## src/design/etfp_pkg.sv

```systemverilog
// ============================================================================
// etfp_pkg - shared types and constants for the escape-time fractal pixel
// Fixed-point format, register indexes and the item structs of both sides.
// ============================================================================
`default_nettype none

package etfp_pkg;

    localparam int FRAC_BITS  = 28;
    localparam int ITER_BITS  = 16;
    localparam int COORD_BITS = 12;
    localparam int VAL_BITS   = 32;
    localparam int PROD_BITS  = 2 * VAL_BITS;
    // a square scaled back by FRAC_BITS, always non-negative
    localparam int SQ_BITS    = PROD_BITS - FRAC_BITS;
    localparam int WIDE_BITS  = PROD_BITS + 2;
    localparam int IDX_BITS   = 3;

    typedef enum logic [IDX_BITS-1:0] {
        REG_MODE       = 3'd0,
        REG_RE_ORIGIN  = 3'd1,
        REG_IM_ORIGIN  = 3'd2,
        REG_RE_STEP    = 3'd3,
        REG_IM_STEP    = 3'd4,
        REG_JULIA_C_RE = 3'd5,
        REG_JULIA_C_IM = 3'd6,
        REG_ITER_LIMIT = 3'd7
    } reg_index_t;

    localparam logic MODE_JULIA      = 1'b0;
    localparam logic MODE_MANDELBROT = 1'b1;

    typedef struct packed {
        logic [COORD_BITS-1:0] pixel_col;
        logic [COORD_BITS-1:0] pixel_row;
    } pixel_in_t;

    typedef struct packed {
        logic [COORD_BITS-1:0] out_col;
        logic [COORD_BITS-1:0] out_row;
        logic [ITER_BITS-1:0]  iter_count;
        logic                  inside_res;
    } pixel_out_t;

    // clamp a wide signed value to the signed 32-bit range
    function automatic logic signed [VAL_BITS-1:0] sat32(input logic signed [WIDE_BITS-1:0] v);
        logic signed [VAL_BITS-1:0] r;
        if (v[WIDE_BITS-1:VAL_BITS-1] == {(WIDE_BITS-VAL_BITS+1){1'b0}} ||
            v[WIDE_BITS-1:VAL_BITS-1] == {(WIDE_BITS-VAL_BITS+1){1'b1}})
        begin
            r = v[VAL_BITS-1:0];
        end
        else if (v[WIDE_BITS-1])
        begin
            r = {1'b1, {(VAL_BITS-1){1'b0}}};
        end
        else
        begin
            r = {1'b0, {(VAL_BITS-1){1'b1}}};
        end
        return r;
    endfunction

endpackage

`default_nettype wire

```

## src/design/escape_time_fractal_pixel.sv

```systemverilog
// ============================================================================
// escape_time_fractal_pixel - Mandelbrot / Julia escape-time evaluator
// Maps one pixel to the complex plane and iterates z = z^2 + c in Q4.28.
// ============================================================================
// A pixel is accepted when start is high and busy is low. One signed 32x32
// multiplier is shared by every product: mapping runs through states MRE,
// MIM and MSET, each iteration through SQR, SQI, TEST and UPD (zr^2, zi^2,
// escape test with zr*zi, update), and the final squares and test through
// SQR, SQI and TEST. The result appears for one cycle with result_valid in
// the same cycle in which busy falls, and a new pixel may be started then.
// Results cannot be stalled. Configuration writes are always ready and must
// be made only while the block is idle.
`default_nettype none

module escape_time_fractal_pixel (
    input  wire                                   clk,
    input  wire                                   rst_n,
    input  wire                                   start,
    output logic                                  busy,
    input  wire etfp_pkg::pixel_in_t              pixel,
    input  wire                                   cfg_valid,
    output logic                                  cfg_ready,
    input  wire [etfp_pkg::IDX_BITS-1:0]          cfg_index,
    input  wire [etfp_pkg::VAL_BITS-1:0]          cfg_data,
    output logic                                  result_valid,
    output etfp_pkg::pixel_out_t                  result
);

    typedef enum logic [7:0] {
        S_IDLE = 8'b0000_0001,
        S_MRE  = 8'b0000_0010,
        S_MIM  = 8'b0000_0100,
        S_MSET = 8'b0000_1000,
        S_SQR  = 8'b0001_0000,
        S_SQI  = 8'b0010_0000,
        S_TEST = 8'b0100_0000,
        S_UPD  = 8'b1000_0000
    } state_t;

    localparam int VB = etfp_pkg::VAL_BITS;
    localparam int WB = etfp_pkg::WIDE_BITS;
    localparam int SB = etfp_pkg::SQ_BITS;
    localparam logic signed [WB-1:0] FOUR = WB'(4) <<< etfp_pkg::FRAC_BITS;

    // configuration registers
    logic                          mode_reg;
    logic signed [VB-1:0]          re_origin_reg, im_origin_reg;
    logic signed [VB-1:0]          re_step_reg, im_step_reg;
    logic signed [VB-1:0]          julia_c_re_reg, julia_c_im_reg;
    logic [etfp_pkg::ITER_BITS-1:0] iter_limit_reg;

    // datapath
    state_t                        state_reg, state_next;
    logic [etfp_pkg::COORD_BITS-1:0] col_reg, row_reg;
    logic signed [VB-1:0]          zr_reg, zi_reg, cr_reg, ci_reg, pre_reg;
    logic signed [etfp_pkg::PROD_BITS-1:0] prod_reg;
    logic signed [SB-1:0]          sr_reg, si_reg;
    logic [etfp_pkg::ITER_BITS-1:0] count_reg;
    logic                          result_valid_reg;
    etfp_pkg::pixel_out_t          result_reg;

    logic signed [VB-1:0]          mul_a, mul_b;
    logic signed [etfp_pkg::PROD_BITS-1:0] mul_p;
    logic signed [VB-1:0]          pim;
    logic signed [SB-1:0]          sq_now;
    logic signed [WB-1:0]          cross_prod;
    logic                          keep_going;

    assign cfg_ready    = 1'b1;
    assign busy         = (state_reg != S_IDLE);
    assign result_valid = result_valid_reg;
    assign result       = result_reg;

    // shared multiplier operand select
    always_comb
    begin
        case (state_reg)
            S_MRE:
            begin
                mul_a = $signed({{(VB-etfp_pkg::COORD_BITS){1'b0}}, col_reg});
                mul_b = re_step_reg;
            end
            S_MIM:
            begin
                mul_a = $signed({{(VB-etfp_pkg::COORD_BITS){1'b0}}, row_reg});
                mul_b = im_step_reg;
            end
            S_SQR:
            begin
                mul_a = zr_reg;
                mul_b = zr_reg;
            end
            S_SQI:
            begin
                mul_a = zi_reg;
                mul_b = zi_reg;
            end
            default:
            begin
                mul_a = zr_reg;
                mul_b = zi_reg;
            end
        endcase
    end

    assign mul_p  = mul_a * mul_b;
    assign pim    = etfp_pkg::sat32(WB'(im_origin_reg) + WB'(prod_reg));
    assign sq_now = SB'(prod_reg >>> etfp_pkg::FRAC_BITS);
    assign cross_prod = WB'(prod_reg >>> (etfp_pkg::FRAC_BITS - 1));
    assign keep_going = ((WB'(sr_reg) + WB'(sq_now)) < FOUR) && (count_reg < iter_limit_reg);

    always_comb
    begin
        state_next = state_reg;
        case (state_reg)
            S_IDLE:  if (start) state_next = S_MRE;
            S_MRE:   state_next = S_MIM;
            S_MIM:   state_next = S_MSET;
            S_MSET:  state_next = S_SQR;
            S_SQR:   state_next = S_SQI;
            S_SQI:   state_next = S_TEST;
            S_TEST:  state_next = keep_going ? S_UPD : S_IDLE;
            S_UPD:   state_next = S_SQR;
            default: state_next = S_IDLE;
        endcase
    end

    always_ff @(posedge clk or negedge rst_n)
    begin
        if (!rst_n)
        begin
            state_reg        <= S_IDLE;
            result_valid_reg <= 1'b0;
            mode_reg         <= etfp_pkg::MODE_MANDELBROT;
            re_origin_reg    <= -32'sd536870912;
            im_origin_reg    <= -32'sd536870912;
            re_step_reg      <= 32'sd1048576;
            im_step_reg      <= 32'sd1048576;
            julia_c_re_reg   <= '0;
            julia_c_im_reg   <= '0;
            iter_limit_reg   <= 16'd100;
        end
        else
        begin
            state_reg        <= state_next;
            result_valid_reg <= (state_reg == S_TEST) && !keep_going;
            if (cfg_valid)
            begin
                case (etfp_pkg::reg_index_t'(cfg_index))
                    etfp_pkg::REG_MODE:       mode_reg       <= cfg_data[0];
                    etfp_pkg::REG_RE_ORIGIN:  re_origin_reg  <= $signed(cfg_data);
                    etfp_pkg::REG_IM_ORIGIN:  im_origin_reg  <= $signed(cfg_data);
                    etfp_pkg::REG_RE_STEP:    re_step_reg    <= $signed(cfg_data);
                    etfp_pkg::REG_IM_STEP:    im_step_reg    <= $signed(cfg_data);
                    etfp_pkg::REG_JULIA_C_RE: julia_c_re_reg <= $signed(cfg_data);
                    etfp_pkg::REG_JULIA_C_IM: julia_c_im_reg <= $signed(cfg_data);
                    etfp_pkg::REG_ITER_LIMIT: iter_limit_reg <= cfg_data[etfp_pkg::ITER_BITS-1:0];
                    default: ;
                endcase
            end
        end
    end

    // payload registers, no reset
    always_ff @(posedge clk)
    begin
        if (state_reg != S_IDLE)
        begin
            prod_reg <= mul_p;
        end
        case (state_reg)
            S_IDLE:
            begin
                if (start)
                begin
                    col_reg <= pixel.pixel_col;
                    row_reg <= pixel.pixel_row;
                end
            end
            S_MIM:
            begin
                pre_reg <= etfp_pkg::sat32(WB'(re_origin_reg) + WB'(prod_reg));
            end
            S_MSET:
            begin
                count_reg <= '0;
                if (mode_reg == etfp_pkg::MODE_MANDELBROT)
                begin
                    zr_reg <= '0;
                    zi_reg <= '0;
                    cr_reg <= pre_reg;
                    ci_reg <= pim;
                end
                else
                begin
                    zr_reg <= pre_reg;
                    zi_reg <= pim;
                    cr_reg <= julia_c_re_reg;
                    ci_reg <= julia_c_im_reg;
                end
            end
            S_SQI:
            begin
                sr_reg <= sq_now;
            end
            S_TEST:
            begin
                si_reg <= sq_now;
                if (!keep_going)
                begin
                    result_reg.out_col    <= col_reg;
                    result_reg.out_row    <= row_reg;
                    result_reg.iter_count <= count_reg;
                    result_reg.inside_res <= (count_reg == iter_limit_reg);
                end
            end
            S_UPD:
            begin
                // prod_reg holds zr*zi here
                zi_reg    <= etfp_pkg::sat32(cross_prod + WB'(ci_reg));
                zr_reg    <= etfp_pkg::sat32(WB'(sr_reg) - WB'(si_reg) + WB'(cr_reg));
                count_reg <= count_reg + 1'b1;
            end
            default: ;
        endcase
    end

    a_strobe_after_test: assert property (@(posedge clk) disable iff (!rst_n)
        result_valid |-> $past(state_reg == S_TEST))
        else $error("result strobe without a finished escape test");

    a_start_maps: assert property (@(posedge clk) disable iff (!rst_n)
        (start && !busy) |=> (state_reg == S_MRE))
        else $error("accepted pixel did not enter mapping");

    a_count_bound: assert property (@(posedge clk) disable iff (!rst_n)
        (state_reg == S_TEST) |-> (count_reg <= iter_limit_reg))
        else $error("iteration count passed the limit");

endmodule

`default_nettype wire

```

## config.mk

```make
export PLATFORM = sky130hd
export DESIGN_NAME = escape_time_fractal_pixel
export DESIGN_NICKNAME = d
export VERILOG_FILES = /design/src/design/etfp_pkg.sv /design/src/design/escape_time_fractal_pixel.sv
export SDC_FILE = /design/constraint.sdc
export NUM_CORES = 2
export LEC_CHECK = 0
export BUFFER_PORTS_ARGS = -buffer_cell sky130_fd_sc_hd__buf_2
export CAP_MARGIN = 20
export CORE_MARGIN = 3
export CORE_UTILIZATION = 60
export CTS_BUF_LIST = sky130_fd_sc_hd__clkbuf_4 sky130_fd_sc_hd__clkbuf_8 sky130_fd_sc_hd__clkbuf_16
export CTS_CLUSTER_DIAMETER = 200
export DETAILED_ROUTE_END_ITERATION = 10
export PLACE_DENSITY_LB_ADDON = 0.08
export SETUP_SLACK_MARGIN = 0.5
export SLEW_MARGIN = 20
export SYNTH_ARGS = -nofsm -noshare
export SYNTH_HDL_FRONTEND = slang
export SYNTH_SLANG_ARGS = --single-unit
```

## constraint.sdc

```tcl
create_clock -name clk -period 14.08 [get_ports clk]
set_input_delay 0 -clock clk [delete_from_list [all_inputs] [get_ports clk]]
set_output_delay 0 -clock clk [all_outputs]
set_load 0.05 [all_outputs]
```

* Word-level counts from Yosys, hierarchy flattened
Index checks and enable logic that the tools add are counted.
Widths: inputs -> output; s select.
** Word-level totals
- Register bits :: 595
- Input port bits :: 63
- Output and inout port bits :: 44
- Word-level logic and storage cells :: 102
** Operators by class
- Add/subtract/negate cells :: 7
- Multiply operators :: 1
- Order comparisons :: 2
- Equal/unequal tests :: 22
- Multiplexer cells :: 20
- Bitwise logic cells :: 1
- Reductions and logical operators :: 24
** Operators with widths (number)
- $mux 32 :: 12
- $pmux 32 s3 :: 2
- $eq 35x35->1 const B :: 4
- $logic_not 35->1 :: 4
- $add 32x64->65 :: 2
- $pmux 32 s2 :: 2
- $add 37x32->38 :: 2
- $mul 32x32->64 :: 1
- $pmux 8 s7 :: 1
- $add 36x36->37 :: 1
- $lt 37x32->1 const B :: 1
- $sub 36x36->37 :: 1
- $pmux 16 s2 :: 1
- $reduce_and 2->1 :: 10
- $add 16x1->16 const B :: 1
- $eq 16x16->1 :: 1
- $lt 16x16->1 :: 1
- $mux 8 :: 2
- $eq 3x3->1 const B :: 4
- $eq 8x1->1 const B :: 1
- $eq 8x2->1 const B :: 1
- $eq 8x3->1 const B :: 1
- $eq 8x4->1 const B :: 1
- $eq 8x5->1 const B :: 1
- other kinds (14) :: 19

* Longest topological paths before layout
- Depth in word-level cells :: 6
- Gate-level depth with buffers :: 39
- Gate-level depth less buffers :: 36

* Worst setup path before layout
Ideal clock, no wire load.
- Kind :: register to register
- Start point :: register state_reg[5]
- End point :: register prod_reg[62] in the netlist's numbering (data pin)
- Setup time :: 0.265 ns
- Arrival time :: 9.580 ns
- Data required time :: 13.815 ns
- Setup slack :: 4.235 ns
- Cell stages (with the launch flop) :: 39
- Path buffers :: 4
- Clock period less this slack :: 9.845 ns
- Cells stage by stage :: dfrtp_1 > nor2_1 > nand3_1 > nor3b_1 > or3_1 > clkbuf_1 > clkbuf_1 > o21a_1 > clkbuf_1 > clkbuf_1 > nand2_1 > fa_1 > inv_1 > fa_1 > fa_1 > inv_1 > fa_1 > inv_1 > [3 not listed] > inv_1 > fa_1 > fa_1 > ha_1 > a21o_1 > a21o_1 > a21oi_1 > o221ai_1 > o211a_1 > o21ai_0 > nand3b_1 > a41o_1 > nor2b_1 > o41a_1 > a22o_1 > a41oi_1 > o21ai_0 > xor2_1
** Between the ends
- Longest elaborated chain between the ends :: 3
- Elaborated cells between the ends (all ways) :: 7
- Those cells by class :: 1 x mul; 4 x eq/ne; 2 x mux
** Ends and longest elaborated chain
- from (decl) :: line escape_time_fractal_pixel.sv:53 : state_t state_reg, state_next;
- from (signal assigned) :: line escape_time_fractal_pixel.sv:145 : state_reg <= state_next;
- $eq 8x6->1, or another cell as far along :: line escape_time_fractal_pixel.sv:77 : case (state_reg)
- $pmux 32 s3 :: line escape_time_fractal_pixel.sv:77
- $mul 32x32->64 * :: line escape_time_fractal_pixel.sv:106 : assign mul_p = mul_a * mul_b;
- net mul_p, one bit :: line escape_time_fractal_pixel.sv:63 : logic signed [etfp_pkg::PROD_BITS-1:0] mul_p;
- to (signal assigned) :: line escape_time_fractal_pixel.sv:169 : prod_reg <= mul_p;
- to (decl) :: line escape_time_fractal_pixel.sv:56 : logic signed [etfp_pkg::PROD_BITS-1:0] prod_reg;
The timed path passes the listed nets; every way through them passes the cells marked *.
A chain may end at the register's enable or synchronous reset.

* Final worst setup path
- Start point :: register state_reg[6]
- End point :: register prod_reg[62] in the netlist's numbering (data pin)
Same word-level chain as after synthesis.

==> flow_metrics.env <==
export IMPL_max_stage_delay_ps=580
export IMPL_vias_per_cell=6.243
export IMPL_cts_resized=0
export IMPL_cp_start_kind="flip-flop"
export IMPL_cp_arrival_ps=12210
export IMPL_async_flop_share=0.3664
export IMPL_synth_seq_cells=595
export IMPL_synthCells=7414
export IMPL_critPathKind="reg2reg"
export IMPL_fin_tns_setup_ps=0
export IMPL_hp_class="in2async"
export IMPL_grt_pass1_vias=57280
export IMPL_synth_top_area_frac=0.3083
export IMPL_synth_edf_count=377
export IMPL_yosysTopAreaCell="fa_1"
export IMPL_failed_checks="negative hold slack"
export IMPL_ant_nets=0
export IMPL_drc=0
export IMPL_fin_worst_skew_ps=58.16
export IMPL_syn_area_per_cell_um2=9.818
export IMPL_status="finished, violations left"
export IMPL_start_util=0.6059
export IMPL_synth_area_leaders="fa_1 31%, edfxtp_1 16%, ha_1 7.5%"
export IMPL_yosysMostFrequentCell="inv_1"
export IMPL_grt_max_degree=105
export IMPL_place_congestion=1.007
export IMPL_slew_headroom=0.1126
export IMPL_vias=56890
export IMPL_yosysSeqAreaShare=0.2307
export IMPL_cp_num_buf_inv=5
export IMPL_largest_register_ffs=64
export IMPL_slew_violations=0
export IMPL_yosysWarnings=0
export IMPL_synthFlopType="edfxtp_1"
export IMPL_io_pin_count=107
export IMPL_syn_area_um2=72790
export IMPL_crit_top_cell="fa_1"
export IMPL_dp_cells=8933
export IMPL_clkTransAtPathRegs_ps=70
export IMPL_core_area_um2=120100
export IMPL_drt_wl_total_um=237500
export IMPL_dpl_hpwl_um=181700
export IMPL_grt_first_pass_wirelength_um=359100
export IMPL_antenna_found_initial=13
export IMPL_wl_per_cell_um=26.06
export IMPL_startpoint="state_reg[6]$_DFFE_PN0P_"
export IMPL_cts_tree="yes"
export IMPL_syn_nets=9037
export IMPL_drive_gt1_frac=0.09422
export IMPL_slowest_stage="fa_1"
export IMPL_grtUsageTotal=0.3825
export IMPL_layout_filler_cells=9820
export IMPL_worst_slew_pin_transition_ps=1329
export IMPL_r2r_start="state_reg[6]$_DFFE_PN0P_"
export IMPL_critPathTopFamily="adder cells"
export IMPL_fin_cells=9113
export IMPL_synth_commonest_cells="1153 x inv_1, 1121 x fa_1, 720 x nand2_1"
export IMPL_cts_root_buffer="clkbuf_16"
export IMPL_gr_total_overflow=0
export IMPL_syn2layout_area_growth_pct=7.352
export IMPL_cts_sinks=595
export IMPL_drt_initial_drc_count=6122
export IMPL_row_count=127
export IMPL_cp_max_fo=54
export IMPL_setup_viol=0
export IMPL_drt_pass1_iter_count=10
export IMPL_worst_skew_pair_late_latency_ps=670
export IMPL_fmax_mhz=84.61
export IMPL_fin_crit_sh=0.8394
export IMPL_portBuffers=105
export IMPL_hold_viol_final=7
export IMPL_rsz0062_at_grt="no"
export IMPL_cts_buffers=59
export IMPL_dieArea_um2=125500
export IMPL_maxCapViolations=0
export IMPL_die_h_um=354.3
export IMPL_die_w_um=354.3
export IMPL_critPathCaptureType="flip-flop"
export IMPL_cts_htree_levels=2
export IMPL_required_ps=14470
export IMPL_hold_worst_slack_ps=-17.65
export IMPL_cts_buffer_depth=3
export IMPL_cts_setup_buffers=0
export IMPL_ys_types=94
export IMPL_period_minus_slack_ps=11820
export IMPL_nets=9066
per-stage QoR:
step / setup WS, ps / instance area, um2 / utilization
floorplan: 4235 / 72790 / -
global placement: 2726 / 75320 / 0.6270
detailed placement: 2648 / 75320 / 0.6270
CTS: 2604 / 78120 / 0.6503
global route: 1940 / 78120 / 0.6503
finish: 2261 / 78140 / 0.6505
layout make-up:
| cell class | count | area, um2 | share of cell area |
|---|---|---|---|
| inverter | 1154 | 4332 | 0.05543 |
| clock inverter | 39 | 563.0 | 0.007205 |
| clock buffer | 72 | 1623 | 0.02077 |
| sequential | 595 | 16800 | 0.2149 |
| tap | 1612 | 2017 | 0.02581 |
| multi-input combinational | 5316 | 50510 | 0.6464 |
| timing repair buffer | 317 | 2280 | 0.02917 |
| antenna | 8 | 20.02 | 0.0002562 |
logic make-up after synthesis:
| logic type | Yosys count | share of synthesized area |
|---|---|---|
| simple gates | 1950 | 0.1193 |
| xor+xnor | 257 | 0.03092 |
| buf+inv | 1503 | 0.07824 |
| flops | 595 | 0.2307 |
| fa+ha+maj | 1560 | 0.3838 |
| mux | 252 | 0.03883 |
| other cells | 1 | 0.00005152 |
| compound gates | 1296 | 0.1182 |
per-layer routing:
| layer | up-vias | GRT usage | wire (um) |
|---|---|---|---|
| met5 | - | 0 | 7 |
| li1 | 24470 | - | - |
| met4 | 2 | 0.1909 | 15390 |
| met3 | 706 | 0.08745 | 25110 |
| met2 | 3112 | 0.5876 | 105600 |
| met1 | 28600 | 0.5146 | 91350 |
worst paths after layout:
kind	end	slack (ps)	depth (start not counted)
max	prod_reg[62]$_DFFE_PN_	2260	35
min in group clk	mode_reg$_DFFE_PN1P_	40	4
max reg2reg	prod_reg[62]$_DFFE_PN_	2260	35
min	iter_limit_reg[4]$_DFFE_PN0P_	-20	2
min reg2reg	result[22]$_DFFE_PP_	480	0
max in group asynchronous	re_origin_reg[28]$_DFFE_PN0P_	12620	3
worst reg2reg max path, delay by kind of cell (launching register included):
kind	cells	cell delay, ps
xor gates and xnor gates	1	150
buffers and inverters	5	1520
AOI/OAI and AO/OA	11	3560
and+or+nand+nor	9	1780
adders and majority gates	9	4120
DFF	1	420
repair_timing:
action / in CTS / in global routing
hold buffers: 61 / 0
endpoints found under the hold margin: 361 / 0
endpoints found under the setup margin: 0 / 0
layout by cell type, fill, tap and decap left out, types with 24 or more instances in the layout:
master            n
buf_4           151
clkbuf_16        60
xor2_1          104
edfxtp_1        377
nand2b_1         63
a211oi_1         31
o211ai_1         29
a31oi_1          27
o21ai_0         226
o21ai_1          24
a22o_1           30
a222oi_1         39
nand3_1          81
buf_2           104
nand4_1          59
xnor2_1         153
and3_1           29
and2_1           34
o21a_1           72
o21bai_1         30
mux2_2          243
dfrtp_1         205
a211o_1          37
dlygate4sd3_1    61
ha_1            439
nand2_1         720
nor2b_1          79
a21o_1          148
a21oi_1         381
a311o_1          32
inv_1          1153
fa_1           1121
nor2_1          691
nor3_1           51
Power is left out: the tool's default activity adds up to more than one toggle a clock period on the data nets, which glitch-free logic cannot reach.
